**src/sv/tshts_pkg.sv**
```systemverilog
package tshts_pkg;

   localparam int TSHTS_MAX_TAIL = 16;

   localparam int COORD_W    = 16;
   localparam int PRESSURE_W = 16;

   localparam int CSR_IDX_W  = 8;
   localparam int CSR_DATA_W = 8;

   localparam int HEAD_SKIP_W = 8;
   localparam int TAIL_SKIP_W = 5;

   localparam logic [CSR_IDX_W-1:0] CSR_HEAD_SKIP = CSR_IDX_W'(0);
   localparam logic [CSR_IDX_W-1:0] CSR_TAIL_SKIP = CSR_IDX_W'(1);

   localparam logic [HEAD_SKIP_W-1:0] HEAD_SKIP_RST = HEAD_SKIP_W'(1);
   localparam logic [TAIL_SKIP_W-1:0] TAIL_SKIP_RST = TAIL_SKIP_W'(1);

   typedef struct packed {
      logic signed [COORD_W-1:0] x;
      logic signed [COORD_W-1:0] y;
      logic [PRESSURE_W-1:0]     p;
   } point_type;

   typedef struct packed {
      logic      valid;
      point_type point;
   } result_type;

endpackage

```
**src/sv/tshts_core.sv**
```systemverilog
module tshts_core
   import tshts_pkg::*;
#(
   parameter int MAX_TAIL = TSHTS_MAX_TAIL
) (
   input  logic                  clock,
   input  logic                  reset,
   input  logic                  csr_we,
   input  logic [CSR_IDX_W-1:0]  csr_index,
   input  logic [CSR_DATA_W-1:0] csr_wdata,
   input  logic                  take,
   input  point_type             sample,
   output result_type            result
);

   localparam int CW = $clog2(MAX_TAIL + 1);
   localparam int IW = (MAX_TAIL > 1) ? $clog2(MAX_TAIL) : 1;
   localparam logic [CW-1:0] MAX_DEPTH = CW'(MAX_TAIL);

   logic [HEAD_SKIP_W-1:0] head_skip_ff;
   logic [TAIL_SKIP_W-1:0] tail_skip_ff;
   logic [HEAD_SKIP_W-1:0] head_count_ff, head_count_in;
   logic [CW-1:0]          tail_index_ff, tail_index_in;
   logic                   stroke_sent_ff, stroke_sent_in;
   point_type              ring_ff [MAX_TAIL];

   logic [CW-1:0] depth;
   logic [CW-1:0] slot;
   logic          ring_we;
   logic [IW-1:0] ring_addr;
   point_type     ring_wdata;
   point_type     stored;
   logic          released;

   always_comb begin
      if (int'(tail_skip_ff) > MAX_TAIL) begin
         depth = MAX_DEPTH;
      end else begin
         depth = CW'(tail_skip_ff);
      end
      slot     = (tail_index_ff >= depth) ? '0 : tail_index_ff;
      stored   = ring_ff[slot[IW-1:0]];
      released = (sample.p == '0);

      head_count_in  = head_count_ff;
      tail_index_in  = tail_index_ff;
      stroke_sent_in = stroke_sent_ff;
      ring_we        = 1'b0;
      ring_addr      = tail_index_ff[IW-1:0];
      ring_wdata     = sample;
      result.valid   = 1'b0;
      result.point   = sample;

      if (take) begin
         if (head_count_ff < head_skip_ff) begin
            head_count_in = head_count_ff + HEAD_SKIP_W'(1);
            if (released) begin
               head_count_in  = '0;
               tail_index_in  = '0;
               stroke_sent_in = 1'b0;
            end
         end else if (released && !stroke_sent_ff) begin
            head_count_in  = '0;
            tail_index_in  = '0;
            stroke_sent_in = 1'b0;
         end else if (depth == '0) begin
            result.valid   = 1'b1;
            stroke_sent_in = 1'b1;
            if (released) begin
               head_count_in  = '0;
               tail_index_in  = '0;
               stroke_sent_in = 1'b0;
            end
         end else if (!stroke_sent_ff && (tail_index_ff < depth)) begin
            ring_we       = 1'b1;
            tail_index_in = tail_index_ff + CW'(1);
         end else begin
            result.valid = 1'b1;
            result.point = stored;
            if (released) begin
               result.point.p = '0;
               ring_we        = 1'b1;
               ring_addr      = slot[IW-1:0];
               ring_wdata     = stored;
               ring_wdata.p   = '0;
               head_count_in  = '0;
               tail_index_in  = '0;
               stroke_sent_in = 1'b0;
            end else begin
               ring_we        = 1'b1;
               ring_addr      = slot[IW-1:0];
               tail_index_in  = slot + CW'(1);
               stroke_sent_in = 1'b1;
            end
         end
      end
   end

   always_ff @(posedge clock) begin
      if (reset) begin
         head_skip_ff   <= HEAD_SKIP_RST;
         tail_skip_ff   <= TAIL_SKIP_RST;
         head_count_ff  <= '0;
         tail_index_ff  <= '0;
         stroke_sent_ff <= 1'b0;
      end else begin
         head_count_ff  <= head_count_in;
         tail_index_ff  <= tail_index_in;
         stroke_sent_ff <= stroke_sent_in;
         if (csr_we) begin
            case (csr_index)
               CSR_HEAD_SKIP: head_skip_ff <= csr_wdata[HEAD_SKIP_W-1:0];
               CSR_TAIL_SKIP: tail_skip_ff <= csr_wdata[TAIL_SKIP_W-1:0];
               default: ;
            endcase
         end
      end
   end

   always_ff @(posedge clock) begin
      if (ring_we) begin
         ring_ff[ring_addr] <= ring_wdata;
      end
   end

endmodule

```
**src/sv/touch_stroke_head_tail_skip_unit.sv**
```systemverilog
// A result is registered in the result register or, on a stall, the skid register.
// One request per cycle while req_stall is low; each yields zero or one result.
// A result register and a skid register part the two sides; req_stall rises only
// when both hold a result that the downstream side has not yet taken.
// Reset clears the stroke state, the output buffers and the configuration registers
// (both skip counts to one); the sample ring keeps its contents.
module touch_stroke_head_tail_skip_unit
   import tshts_pkg::*;
#(
   parameter int MAX_TAIL = TSHTS_MAX_TAIL
) (
   input  logic                         clock,
   input  logic                         reset,
   input  logic                         req_valid,
   output logic                         req_stall,
   input  logic signed [COORD_W-1:0]    req_pos_x,
   input  logic signed [COORD_W-1:0]    req_pos_y,
   input  logic [PRESSURE_W-1:0]        req_pressure,
   output logic                         rsp_valid,
   input  logic                         rsp_stall,
   output logic signed [COORD_W-1:0]    rsp_out_x,
   output logic signed [COORD_W-1:0]    rsp_out_y,
   output logic [PRESSURE_W-1:0]        rsp_out_pressure,
   input  logic                         csr_valid,
   output logic                         csr_ready,
   input  logic [CSR_IDX_W-1:0]         csr_index,
   input  logic [CSR_DATA_W-1:0]        csr_wdata
);

   logic       take;
   point_type  sample;
   result_type res;

   logic      out_v_ff, out_v_in;
   point_type out_ff, out_in;
   logic      skid_v_ff, skid_v_in;
   point_type skid_ff, skid_in;

   assign csr_ready = 1'b1;
   assign req_stall = skid_v_ff;
   assign take      = req_valid && !req_stall;

   assign sample.x = req_pos_x;
   assign sample.y = req_pos_y;
   assign sample.p = req_pressure;

   tshts_core #(
      .MAX_TAIL(MAX_TAIL)
   ) u_core (
      .clock     (clock),
      .reset     (reset),
      .csr_we    (csr_valid && csr_ready),
      .csr_index (csr_index),
      .csr_wdata (csr_wdata),
      .take      (take),
      .sample    (sample),
      .result    (res)
   );

   always_comb begin
      out_v_in  = out_v_ff;
      out_in    = out_ff;
      skid_v_in = skid_v_ff;
      skid_in   = skid_ff;
      if (!out_v_ff || !rsp_stall) begin
         if (skid_v_ff) begin
            out_v_in  = 1'b1;
            out_in    = skid_ff;
            skid_v_in = res.valid;
            skid_in   = res.point;
         end else begin
            out_v_in = res.valid;
            out_in   = res.point;
         end
      end else if (res.valid) begin
         skid_v_in = 1'b1;
         skid_in   = res.point;
      end
   end

   always_ff @(posedge clock) begin
      if (reset) begin
         out_v_ff  <= 1'b0;
         skid_v_ff <= 1'b0;
      end else begin
         out_v_ff  <= out_v_in;
         skid_v_ff <= skid_v_in;
      end
   end

   always_ff @(posedge clock) begin
      out_ff  <= out_in;
      skid_ff <= skid_in;
   end

   assign rsp_valid        = out_v_ff;
   assign rsp_out_x        = out_ff.x;
   assign rsp_out_y        = out_ff.y;
   assign rsp_out_pressure = out_ff.p;

   a_skid_needs_out: assert property (@(posedge clock) disable iff (reset)
      skid_v_ff |-> out_v_ff)
      else $error("skid register holds a result while the output register is empty");

   a_skid_only_on_stall: assert property (@(posedge clock) disable iff (reset)
      $rose(skid_v_ff) |-> $past(out_v_ff && rsp_stall))
      else $error("skid register filled although the output register was free");

   a_rsp_from_req: assert property (@(posedge clock) disable iff (reset)
      $rose(rsp_valid) |-> $past(req_valid && !req_stall))
      else $error("result appeared without an accepted request transaction");

endmodule
```
**config.mk**
```make
export PLATFORM = sky130hd
export DESIGN_NAME = touch_stroke_head_tail_skip_unit
export DESIGN_NICKNAME = d
export VERILOG_FILES = /design/src/sv/tshts_pkg.sv /design/src/sv/tshts_core.sv /design/src/sv/touch_stroke_head_tail_skip_unit.sv
export SDC_FILE = /design/constraint.sdc
export NUM_CORES = 1
export LEC_CHECK = 0
export BUFFER_PORTS_ARGS = -buffer_cell sky130_fd_sc_hd__buf_2
export CAP_MARGIN = 20
export CORE_MARGIN = 2
export CORE_UTILIZATION = 40
export CTS_CLUSTER_SIZE = 14
export DETAILED_ROUTE_END_ITERATION = 6
export GPL_TIMING_DRIVEN = 0
export SYNTH_ARGS = -nofsm -noshare
export SYNTH_HDL_FRONTEND = slang
export SYNTH_SLANG_ARGS = --single-unit
```
**constraint.sdc**
```tcl
create_clock -name clock -period 6.46 [get_ports clock]
set_input_delay 0.323 -clock clock [delete_from_list [all_inputs] [get_ports clock]]
set_output_delay 0.323 -clock clock [all_outputs]
set_load 0.1 [all_outputs]
```
======== Word-level counts from Yosys, hierarchy flattened ========
Memories as Yosys holds them, arrays and structs flattened.
Cells that the tools add are included.
Widths: inputs -> output; s select.
word-level totals
  register bits after elaboration ......... 125
  bits in latches ......................... 0
  RAM bits ................................ 768
  memory bits (read-only) ................. 0
  input port bits ......................... 69
  output and inout bits ................... 51
  memories ................................ 1
cells by class
  add/sub/neg operators ................... 3
  $mul .................................... 0
  divide/modulo/power cells ............... 0
  order comparisons ....................... 4
  eq/ne operators ......................... 4
  shift operators ......................... 0
  mux-type cells .......................... 52
  bitwise logic cells ..................... 0
  reductions and logical operators ........ 17
memories
  memory          words  bits a word  rd ports  clocked after Yosys merged registers in  write ports  line              source
  u_core.ring_ff  16     48           1         0                                        1            tshts_core.sv:25  point_type ring_ff [MAX_TAIL];
operators with widths
  kind                 count
  $mux 48              11
  $mux 49              4
  $mux 8               6
  $mux 5               8
  $mux 4               5
  $mux 1               17
  $logic_not 16->1     1
  $mux 16              1
  $add 5x1->5 const B  2
  $add 8x1->8 const B  1
  $eq 8x1->1 const B   1
  $logic_not 8->1      1
  $lt 8x8->1           1
  $reduce_and 2->1     4
  $ge 5x5->1           1
  $gt 5x5->1 const B   1
  $logic_not 5->1      1
  $lt 5x5->1           1
  $logic_not 1->1      4
  $ne 4x1->1 const B   1
  $logic_and 1x1->1    3
  $reduce_and 3->1     1
  $ne 2x1->1 const B   1
  $ne 2x2->1 const B   1
  2 further kinds      2

======== Depth between registers and ports, before layout ========
Gate-level depths: netlist of the first run.
An unclocked memory read counts as a cell.
  word-level depth ........................ 13
  mapped depth ............................ 14

======== Hierarchy ========
Synthesis of the first run repeated with hierarchy kept, for this count alone.
unflattened totals
  cell total of the unflattened synthesis .. 2,193
  area total of the unflattened synthesis .. 36,641.4 sq um
modules (own cells, without submodules)
  module                            instances  cells each  area an instance (sq um)
  tshts_core                        1          2,031       32,806.5
  touch_stroke_head_tail_skip_unit  1          162         3,834.9

======== Worst setup path after synthesis of the first run ========
No wires, ideal clock.
  kind .................................... register to register
  start ................................... reg out_v_ff, in the netlist rsp_valid
  end ..................................... reg skid_ff[0] in the netlist's numbering, enable pin
  library setup time ...................... 0.525 ns
  arrival time ............................ 6.071 ns
  required time ........................... 5.935 ns
  path slack .............................. -0.136 ns
  stages on the path, launching flop included .. 3
  path buffers ............................ 0
  clock period less this slack ............ 6.596 ns
  cells stage by stage .................... dfxtp_1 nand2_1 o31ai_1
on the way
  cells in the longest elaborated chain, start to end .. 4
  elaborated cells between the ends (all ways) .. 5
  classes of those cells .................. eq/ne (1); reduce/logical (4)
ends and longest elaborated chain
  element                                                    line                                    source
  start: declaration                                         touch_stroke_head_tail_skip_unit.sv:34  logic out_v_ff, out_v_in;
  start signal: assignment                                   touch_stroke_head_tail_skip_unit.sv:86  out_v_ff <= out_v_in;
  $logic_not 1->1 *                                          touch_stroke_head_tail_skip_unit.sv:65  if (!out_v_ff || !rsp_stall) begin
  $logic_or 1x1->1 *                                         touch_stroke_head_tail_skip_unit.sv:65
  $ne 2x2->1 (no line) or $reduce_bool 2->1 (tied branches)  -
  $reduce_and 2->1 (no line) *                               -
  end signal: assignment                                     touch_stroke_head_tail_skip_unit.sv:93  skid_ff <= skid_in;
  end: declaration                                           touch_stroke_head_tail_skip_unit.sv:37  point_type skid_ff, skid_in;
Every way passes the cells marked *; elsewhere a longest branch is shown, timed or not.
A chain may end at the register's enable or synchronous reset.

==> metrics, run 1 <==
status=complete, but fails checks; failing checks=DRC; 1st-iter DRT viols=3,022; number of global-route vias before repair=roughly 24,000; Die H=approximately 310 um; die span in x=309 um; Die ar.=95,400 sq um; min-delay worst type=in -> reg; r2r startpoint=u_core.tail_index_ff[0]$_SDFFE_PP0P_; Layout Nets=2,877; Clock power frac=38.4%; grt ovf=0; PwrDens=313 nW/um^2; Finished Layout Cells=4,106; routed wire length=114,000 um; Net Switching=3.65 mW; Pwr Total=13.6 mW; first-pass GRT wire length=163,000 um; Setup TNS Final=0 ps; final hold viol count=0; Tot GR Track Use=around a quarter; cell row count=111; via count=24,500; ys async rst share=0%; Startpoint Class=flip-flop; initial antenna violation count=2; endpoint class of the critical path=flip-flop; DR pass1 iterations=7; CTS Hold Bufs=35; setup bufs post-CTS=0; Ant. Diodes=0; critical path type=reg -> reg; gp weighted congestion=around 0.88; CTS root buf=clkbuf_16; Sequential Power Share=47.6%; post-detail-place hpwl=roughly 77,000 um; Worst-Margin Slew=1200 ps; clk_skew=around 45 ps; initial cell density of the core=~40%; R2R setup slack=1770 ps; pin count of the biggest net entering global routing=28; Mapped Nets=2,592; TritonCTS Buffers=95; largest family of logic cells by synthesized area=compound AO/OA/AOI/OAI gates; number of remaining DRC errors=2; worst skew pair latency=660 ps; Period Utilization, post-route=72.6%; crit path launch=u_core.tail_index_ff[0]$_SDFFE_PP0P_; clk sinks=893; Cells after Synth=2,508; Main synth FF type=edfxtp_1; flip-flop and latch area=26,500 sq um; Post-Synth XOR/XNOR Area=0%; Comb power frac=between 10% and 20%; CTS tree=done; Longest Clk Path Bufs=3; RSZ-0062 raised after global routing=no; fmax=0.213 GHz; Port-buffer cells=117; sequential fraction of the synthesis area=71.4%; Yosys reg bits=893; most common cell after layout, fill and taps aside=edfxtp_1; Reg2Reg Depth=11; # placed instances=3,904; Area growth syn-to-layout=17.0%; multi-input logic area=approximately 9600 sq um; mux cell area share after synthesis=4.82%; Critical Path Fanout Max=16; r2r endpoint=u_core.ring_ff[5][19]$_DFFE_PP_; Worst EP required=6830 ps; CTS resizes=0; syn_area_per_cell=between 10 and 15 sq um; share of layout cells above drive strength 1=17.1%; DR vias/cell=between 5 and 6; Post-Syn Area=37,200 sq um; Arrival @ worst endpoint=5060 ps; Post-synth EDFFs=864; fraction of power spent switching nets=26.8%; Period minus WS final=4690 ps; I/O pin count=120; Slew headroom=20.3%; Ys Warns=0; drt wl/cell=~28 um; Netlist cell types=79; Critical Path Sink=u_core.ring_ff[5][19]$_DFFE_PP_; Hold WS=37.6 ps; core box area=91,900 sq um; Peak supply drop=around 0.21 mV; Filler cells=7,921; most frequent cells in the layout=edfxtp_1, clkbuf_1, buf_2; Pins Over Slew Limit=0; final setup fails=0; Synth Area in Adders=0.505%; post-synthesis compound-gate area fraction=13.1%; antenna-violating nets left=0; H-tree depth=3; Max Cap Violations=0; simple-gate share of the synthesized area=7.04%; CTS clk-pin slew, worst paths=60 ps; Internal Power=9.95 mW; Leak=14.2 nW
-- Yosys cell counts, types with 54 or more instances --
master,count,area (sq um)
a21oi_1,129,646
clkbuf_1,137,514
edfxtp_1,864,25900
mux2_2,112,1260
nor2_1,67,251
nor3_1,78,390
inv_1,91,342
or3_1,83,519
nand3_1,54,270
nand2_1,85,319
o21ai_0,63,315
a221oi_1,93,815
-- through the flow --
stage                     area (sq um)  util, %  setup slack, ps
after floorplan                  37200        -              372
after global placement           39300     42.8            -3470
final                            43500     47.3             1770
after CTS                        43500     47.3             1850
after global routing             43500     47.3             1690
after detailed placement         40200     43.7             1910
-- cell type report --
cell class              count  area share, %
clock inverters            45          0.926
flip-flops and latches    893           61.0
well taps                1243           3.57
multi-input cells        1324           22.1
plain buffers             198           1.93
repair buffers            188           3.88
inverters                  93          0.805
clock buffers             122           5.84
-- critical path, stage by stage (launching register included) --
cell and delay (ps):
dfxtp_1 360, buf_2 240, inv_1 250, ha_1 390, nor2b_1 280, o21ai_4 170, nor3_4 590, clkbuf_1 730
a221oi_1 230, or3_1 460, a21oi_1 180, a21o_1 470
-- power by group through the flow --
| stage | clock (mW) | sequential (mW) | combinational [mW] |
|---|---|---|---|
| finish | 5.23 | 6.48 | 1.90 |
| global route | 5.50 | 6.48 | 1.98 |
| CTS | 5.29 | 6.48 | 1.87 |
| detailed placement | 0 | 6.60 | 1.84 |
| global placement | 0 | 6.60 | 1.79 |
| floorplan | 0 | 6.86 | 0.919 |
-- cell families after synthesis --
| group | count (synthesis) |
|---|---|
| compound gates | 662 |
| fa+ha+maj | 15 |
| buf+inv | 291 |
| flops | 893 |
| mux | 155 |
| other cells | 1 |
| simple gates | 491 |
-- worst min path at each step --
| stage | from | end | slack [ps] | cells after the start |
|---|---|---|---|---|
| floorplan | u_core.head_skip_ff[0]$_SDFFE_PP1P_ | u_core.head_skip_ff[0]$_SDFFE_PP1P_ | 440 | 2 |
| global placement | u_core.head_skip_ff[0]$_SDFFE_PP1P_ | u_core.head_skip_ff[0]$_SDFFE_PP1P_ | 470 | 2 |
| detailed placement | u_core.head_skip_ff[0]$_SDFFE_PP1P_ | u_core.head_skip_ff[0]$_SDFFE_PP1P_ | 470 | 2 |
| CTS | req_pos_y[9] | skid_ff[25]$_DFFE_PP_ | 2 | 2 |
| global route | req_pos_y[7] | skid_ff[23]$_DFFE_PP_ | 20 | 2 |
| finish | req_pos_y[7] | skid_ff[23]$_DFFE_PP_ | 40 | 2 |
-- layer usage --
metal  GRT usage, %  up-vias  part of all wire, %
met4           9.53        4                  4.2
met2           38.3     1301                   47
met5              0        -                0.020
met3           5.14      249                  9.3
met1           30.8    12300                   39
li1               -    10600                    -
-- registers in the layout, indices dropped and copies added (netlist names) --
name / cells
u_core.ring_ff: 768
skid_ff: 48
rsp_out_pressure: 16
rsp_out_x: 16
rsp_out_y: 16
u_core.head_count_ff: 8
u_core.head_skip_ff: 8
u_core.tail_index_ff: 5
u_core.tail_skip_ff: 5
req_stall: 1
rsp_valid: 1
u_core.stroke_sent_ff: 1
Note: power is estimated with default switching activity, not from simulation.
==> run 2, diff against run 1 <==
Settings changed: ABC_AREA set to 1.
Clock period 6.46 ns to 4.4 ns, I/O delays scaled along.
==> run 2 against run 1 <==
Largest cell class unchanged. Critical endpoint is now skid_ff[26]$_DFFE_PP_. The flow now finishes without violations. Design area increased by 4.0%. Synthesized area increased by 2.5%. Cell count increased by 25%.
==> metrics, run 2 <==
Period minus WS final=4350 ps (-341 ps); critical path's top delay family=buffers and inverters; pin count of the biggest net entering global routing=49 (+75%); Clock power frac=27.0% (-11 points); share of the synthesized area in the top cell type=68.1% (-1.7 points); worst setup slack after layout=50.7 ps (-1720 ps); crit-path most repeated cell=nor2_1; number of global-route vias before repair=26,000 (+6.2%); syn_area_per_cell=11.0 sq um (-26%); gp weighted congestion=0.843 (-4.2%); Arrival @ worst endpoint=4780 ps (-280 ps); 1st-iter DRT viols=3,307 (+9.4%); ys async rst share=0% (unchanged); Comb power frac=36.9% (+23 points); post-detail-place hpwl=76,100 um (-1.3%); Layout Nets=3,871 (+35%); sequential fraction of the synthesis area=69.6% (-1.8 points); Sequential Power Share=36.1% (-12 points); Port-buffer cells=118 (+0.85%); number of remaining DRC errors=0 (-2); min-delay worst type=in -> reg; critical-path cell list=clkbuf_1, inv_1, nand2_1, nor2_1, inv_1, clkbuf_1, nor2_1, nor2_1, a21oi_4, buf_16, buf_16; Design Area, Final=45,200 sq um (+4.0%); core box area=94,700 sq um (+3.0%); Regs by FF count=u_core.ring_ff x768, skid_ff x48; Filler cells=8,508 (+7.4%); final hold viol count=0 (unchanged); Internal Power=17.4 mW (+74%); Buf/Inv on CP=6 (+3); most frequent cells in the layout=edfxtp_1, nand2_1, nand3_1; critical path's slowest cell=clkbuf_1; fmax=0.230 GHz (+7.8%); top cells by area, synth=edfxtp_1, nand3_1, nand2_1; max incr delay on CP=710 ps (-20 ps); Ant. Diodes=0 (unchanged); TritonCTS Buffers=97 (+2.1%); DR vias/cell=5.31 (-11%); Post-Syn Area=38,100 sq um (+2.5%); Startpoint Class=flip-flop; die span in x=313 um (+1.2%); Yosys reg bits=893 (unchanged); clk sinks=893 (unchanged); Peak supply drop=0.429 mV (+100%); Die H=313 um (+1.2%); endpoint class of the critical path=flip-flop; Tot GR Track Use=22.8% (-0.81 points); dpl ws=-1620 ps (-3530 ps); antenna-violating nets left=0 (unchanged); DR pass1 iterations=6 (-1); initial antenna violation count=4 (+2); Area growth syn-to-layout=18.7%; initial cell density of the core=40.2% (-0.20 points); Slew headroom=27.2% (+6.9 points); Worst-Margin Slew=1090 ps (-104 ps); Longest Clk Path Bufs=3 (unchanged); Max Cap Violations=0 (unchanged); Pins Over Slew Limit=0 (unchanged); fraction of power spent switching nets=40.5% (+14 points); max reg flops=768 (unchanged); drt wl/cell=21.9 um (-21%); CTS root buf=clkbuf_16; routed wire length=113,000 um (-0.82%); placed cell areas=41,200 sq um (+2.5%); Net Switching=11.8 mW (+220%); cell row count=113 (+1.8%); final setup fails=0 (unchanged); Period Utilization, post-route=98.8% (+26 points); Most flops, register=u_core.ring_ff; share of layout cells above drive strength 1=13.1% (-4.0 points); critical path type=reg -> reg; Ys Warns=0 (unchanged); CTS tree=done; leading area contributor after synthesis=edfxtp_1; status=complete, no violations; via count=27,300 (+11%); top-count cell post-synth=edfxtp_1; Netlist cell types=38 (-52%); final core utilization=47.7% (+0.42 points); Pwr Total=29.2 mW (+110%); Worst EP required=4830 ps (-2000 ps); list of most frequent post-synthesis cells=edfxtp_1, nand2_1, nand3_1, nor2_1, inv_1; H-tree depth=3 (unchanged); Leak=17.3 nW (+22%); PwrDens=645 nW/um^2 (+110%); CTS clk-pin slew, worst paths=60 ps (about the same); Main synth FF type=edfxtp_1; Critical Path Fanout Max=12 (-4); Post-synth EDFFs=864 (unchanged); worst skew pair latency=680 ps (+20 ps); Cells after Synth=3,458 (+38%); Die ar.=97,800 sq um (+2.5%); I/O pin count=120 (unchanged); grt ovf=0 (unchanged); Mapped Nets=3,542 (+37%); most common cell after layout, fill and taps aside=edfxtp_1; first-pass GRT wire length=166,000 um (+1.4%); clk_skew=29.7 ps (-15.5 ps)
-- run 2: cell type report --
type | instances | area, sq um | share of cell area (%)
Timing Repair Buffer | 232 | 2220 | 4.91
Clock buffer | 120 | 2570 | 5.67
Multi-Input combinational cell | 2063 | 9770 | 21.6
Buffer | 222 | 1040 | 2.30
Tap cell | 1265 | 1580 | 3.50
Sequential cell | 893 | 26500 | 58.6
Clock inverter | 58 | 472 | 1.04
Inverter | 278 | 1050 | 2.33
-- run 2: layer usage --
metal	routed length, um	part of all wire, %	GRT usage (%)
met5	0	0	0
met4	3240	2.9	7.48
met3	10700	9.5	4.54
met2	50600	45	35.5
met1	48000	43	32.0
-- run 2: per-stage QoR --
| stage | TNS [ps] | hold slack [ps] | instances |
|---|---|---|---|
| 2_1_floorplan | -201890 | 289 | 3458 |
| 3_3_place_gp | -3389850 | 449 | 4841 |
| 3_5_place_dp | -1347960 | 458 | 4874 |
| 4_1_cts | 0 | 33.3 | 5131 |
| 5_1_grt | -1.56 | 89.9 | 5131 |
| 6_report | 0 | 69.4 | 5131 |
-- run 2: worst paths after layout --
kind         depth (start not counted)  slack (ps)                                 from                                  end
max reg2reg                         11          50               req_stall$_SDFFE_PP0P_                skid_ff[26]$_DFFE_PP_
max                                 11          50               req_stall$_SDFFE_PP0P_                skid_ff[26]$_DFFE_PP_
min reg2reg                          2         470  u_core.head_skip_ff[5]$_SDFFE_PP0P_  u_core.head_skip_ff[5]$_SDFFE_PP0P_
min                                  3          70                      req_pressure[1]                 skid_ff[1]$_DFFE_PP_
-- run 2: cell families after synthesis --
kind of cell | Yosys count | synth area share [%]
AOI/OAI and AO/OA | 269 | 3.99
buffers and inverters | 502 | 5.37
xor gates and xnor gates | 8 | 0.184
and+or+nand+nor | 1770 | 20.4
DFF | 893 | 69.6
adders and majority gates | 15 | 0.492
other | 1 | 0.00984
-- run 2: power groups by stage --
| stage | logic, mW | clock network, mW | registers [mW] |
|---|---|---|---|
| after global routing | 11.6 | 8.30 | 10.6 |
| after detailed placement | 10.4 | 0 | 10.7 |
| final | 10.8 | 7.89 | 10.5 |
| after global placement | 10.2 | 0 | 10.8 |
| after CTS | 10.6 | 7.99 | 10.5 |
| after floorplan | 5.22 | 0 | 12.4 |
-- run 2: repair_timing --
item,in CTS,in global routing
endpoints found under the setup margin,1427,934
pin swaps,14,0
hold buffers,54,0
setup buffers,27,0
gates resized for setup,53,22
endpoints found under the hold margin,89,0
-- run 2: worst min-delay path, stage by stage --
cell	delay, ps
buf_2	140
o21ai_0	100
nand2_1	140
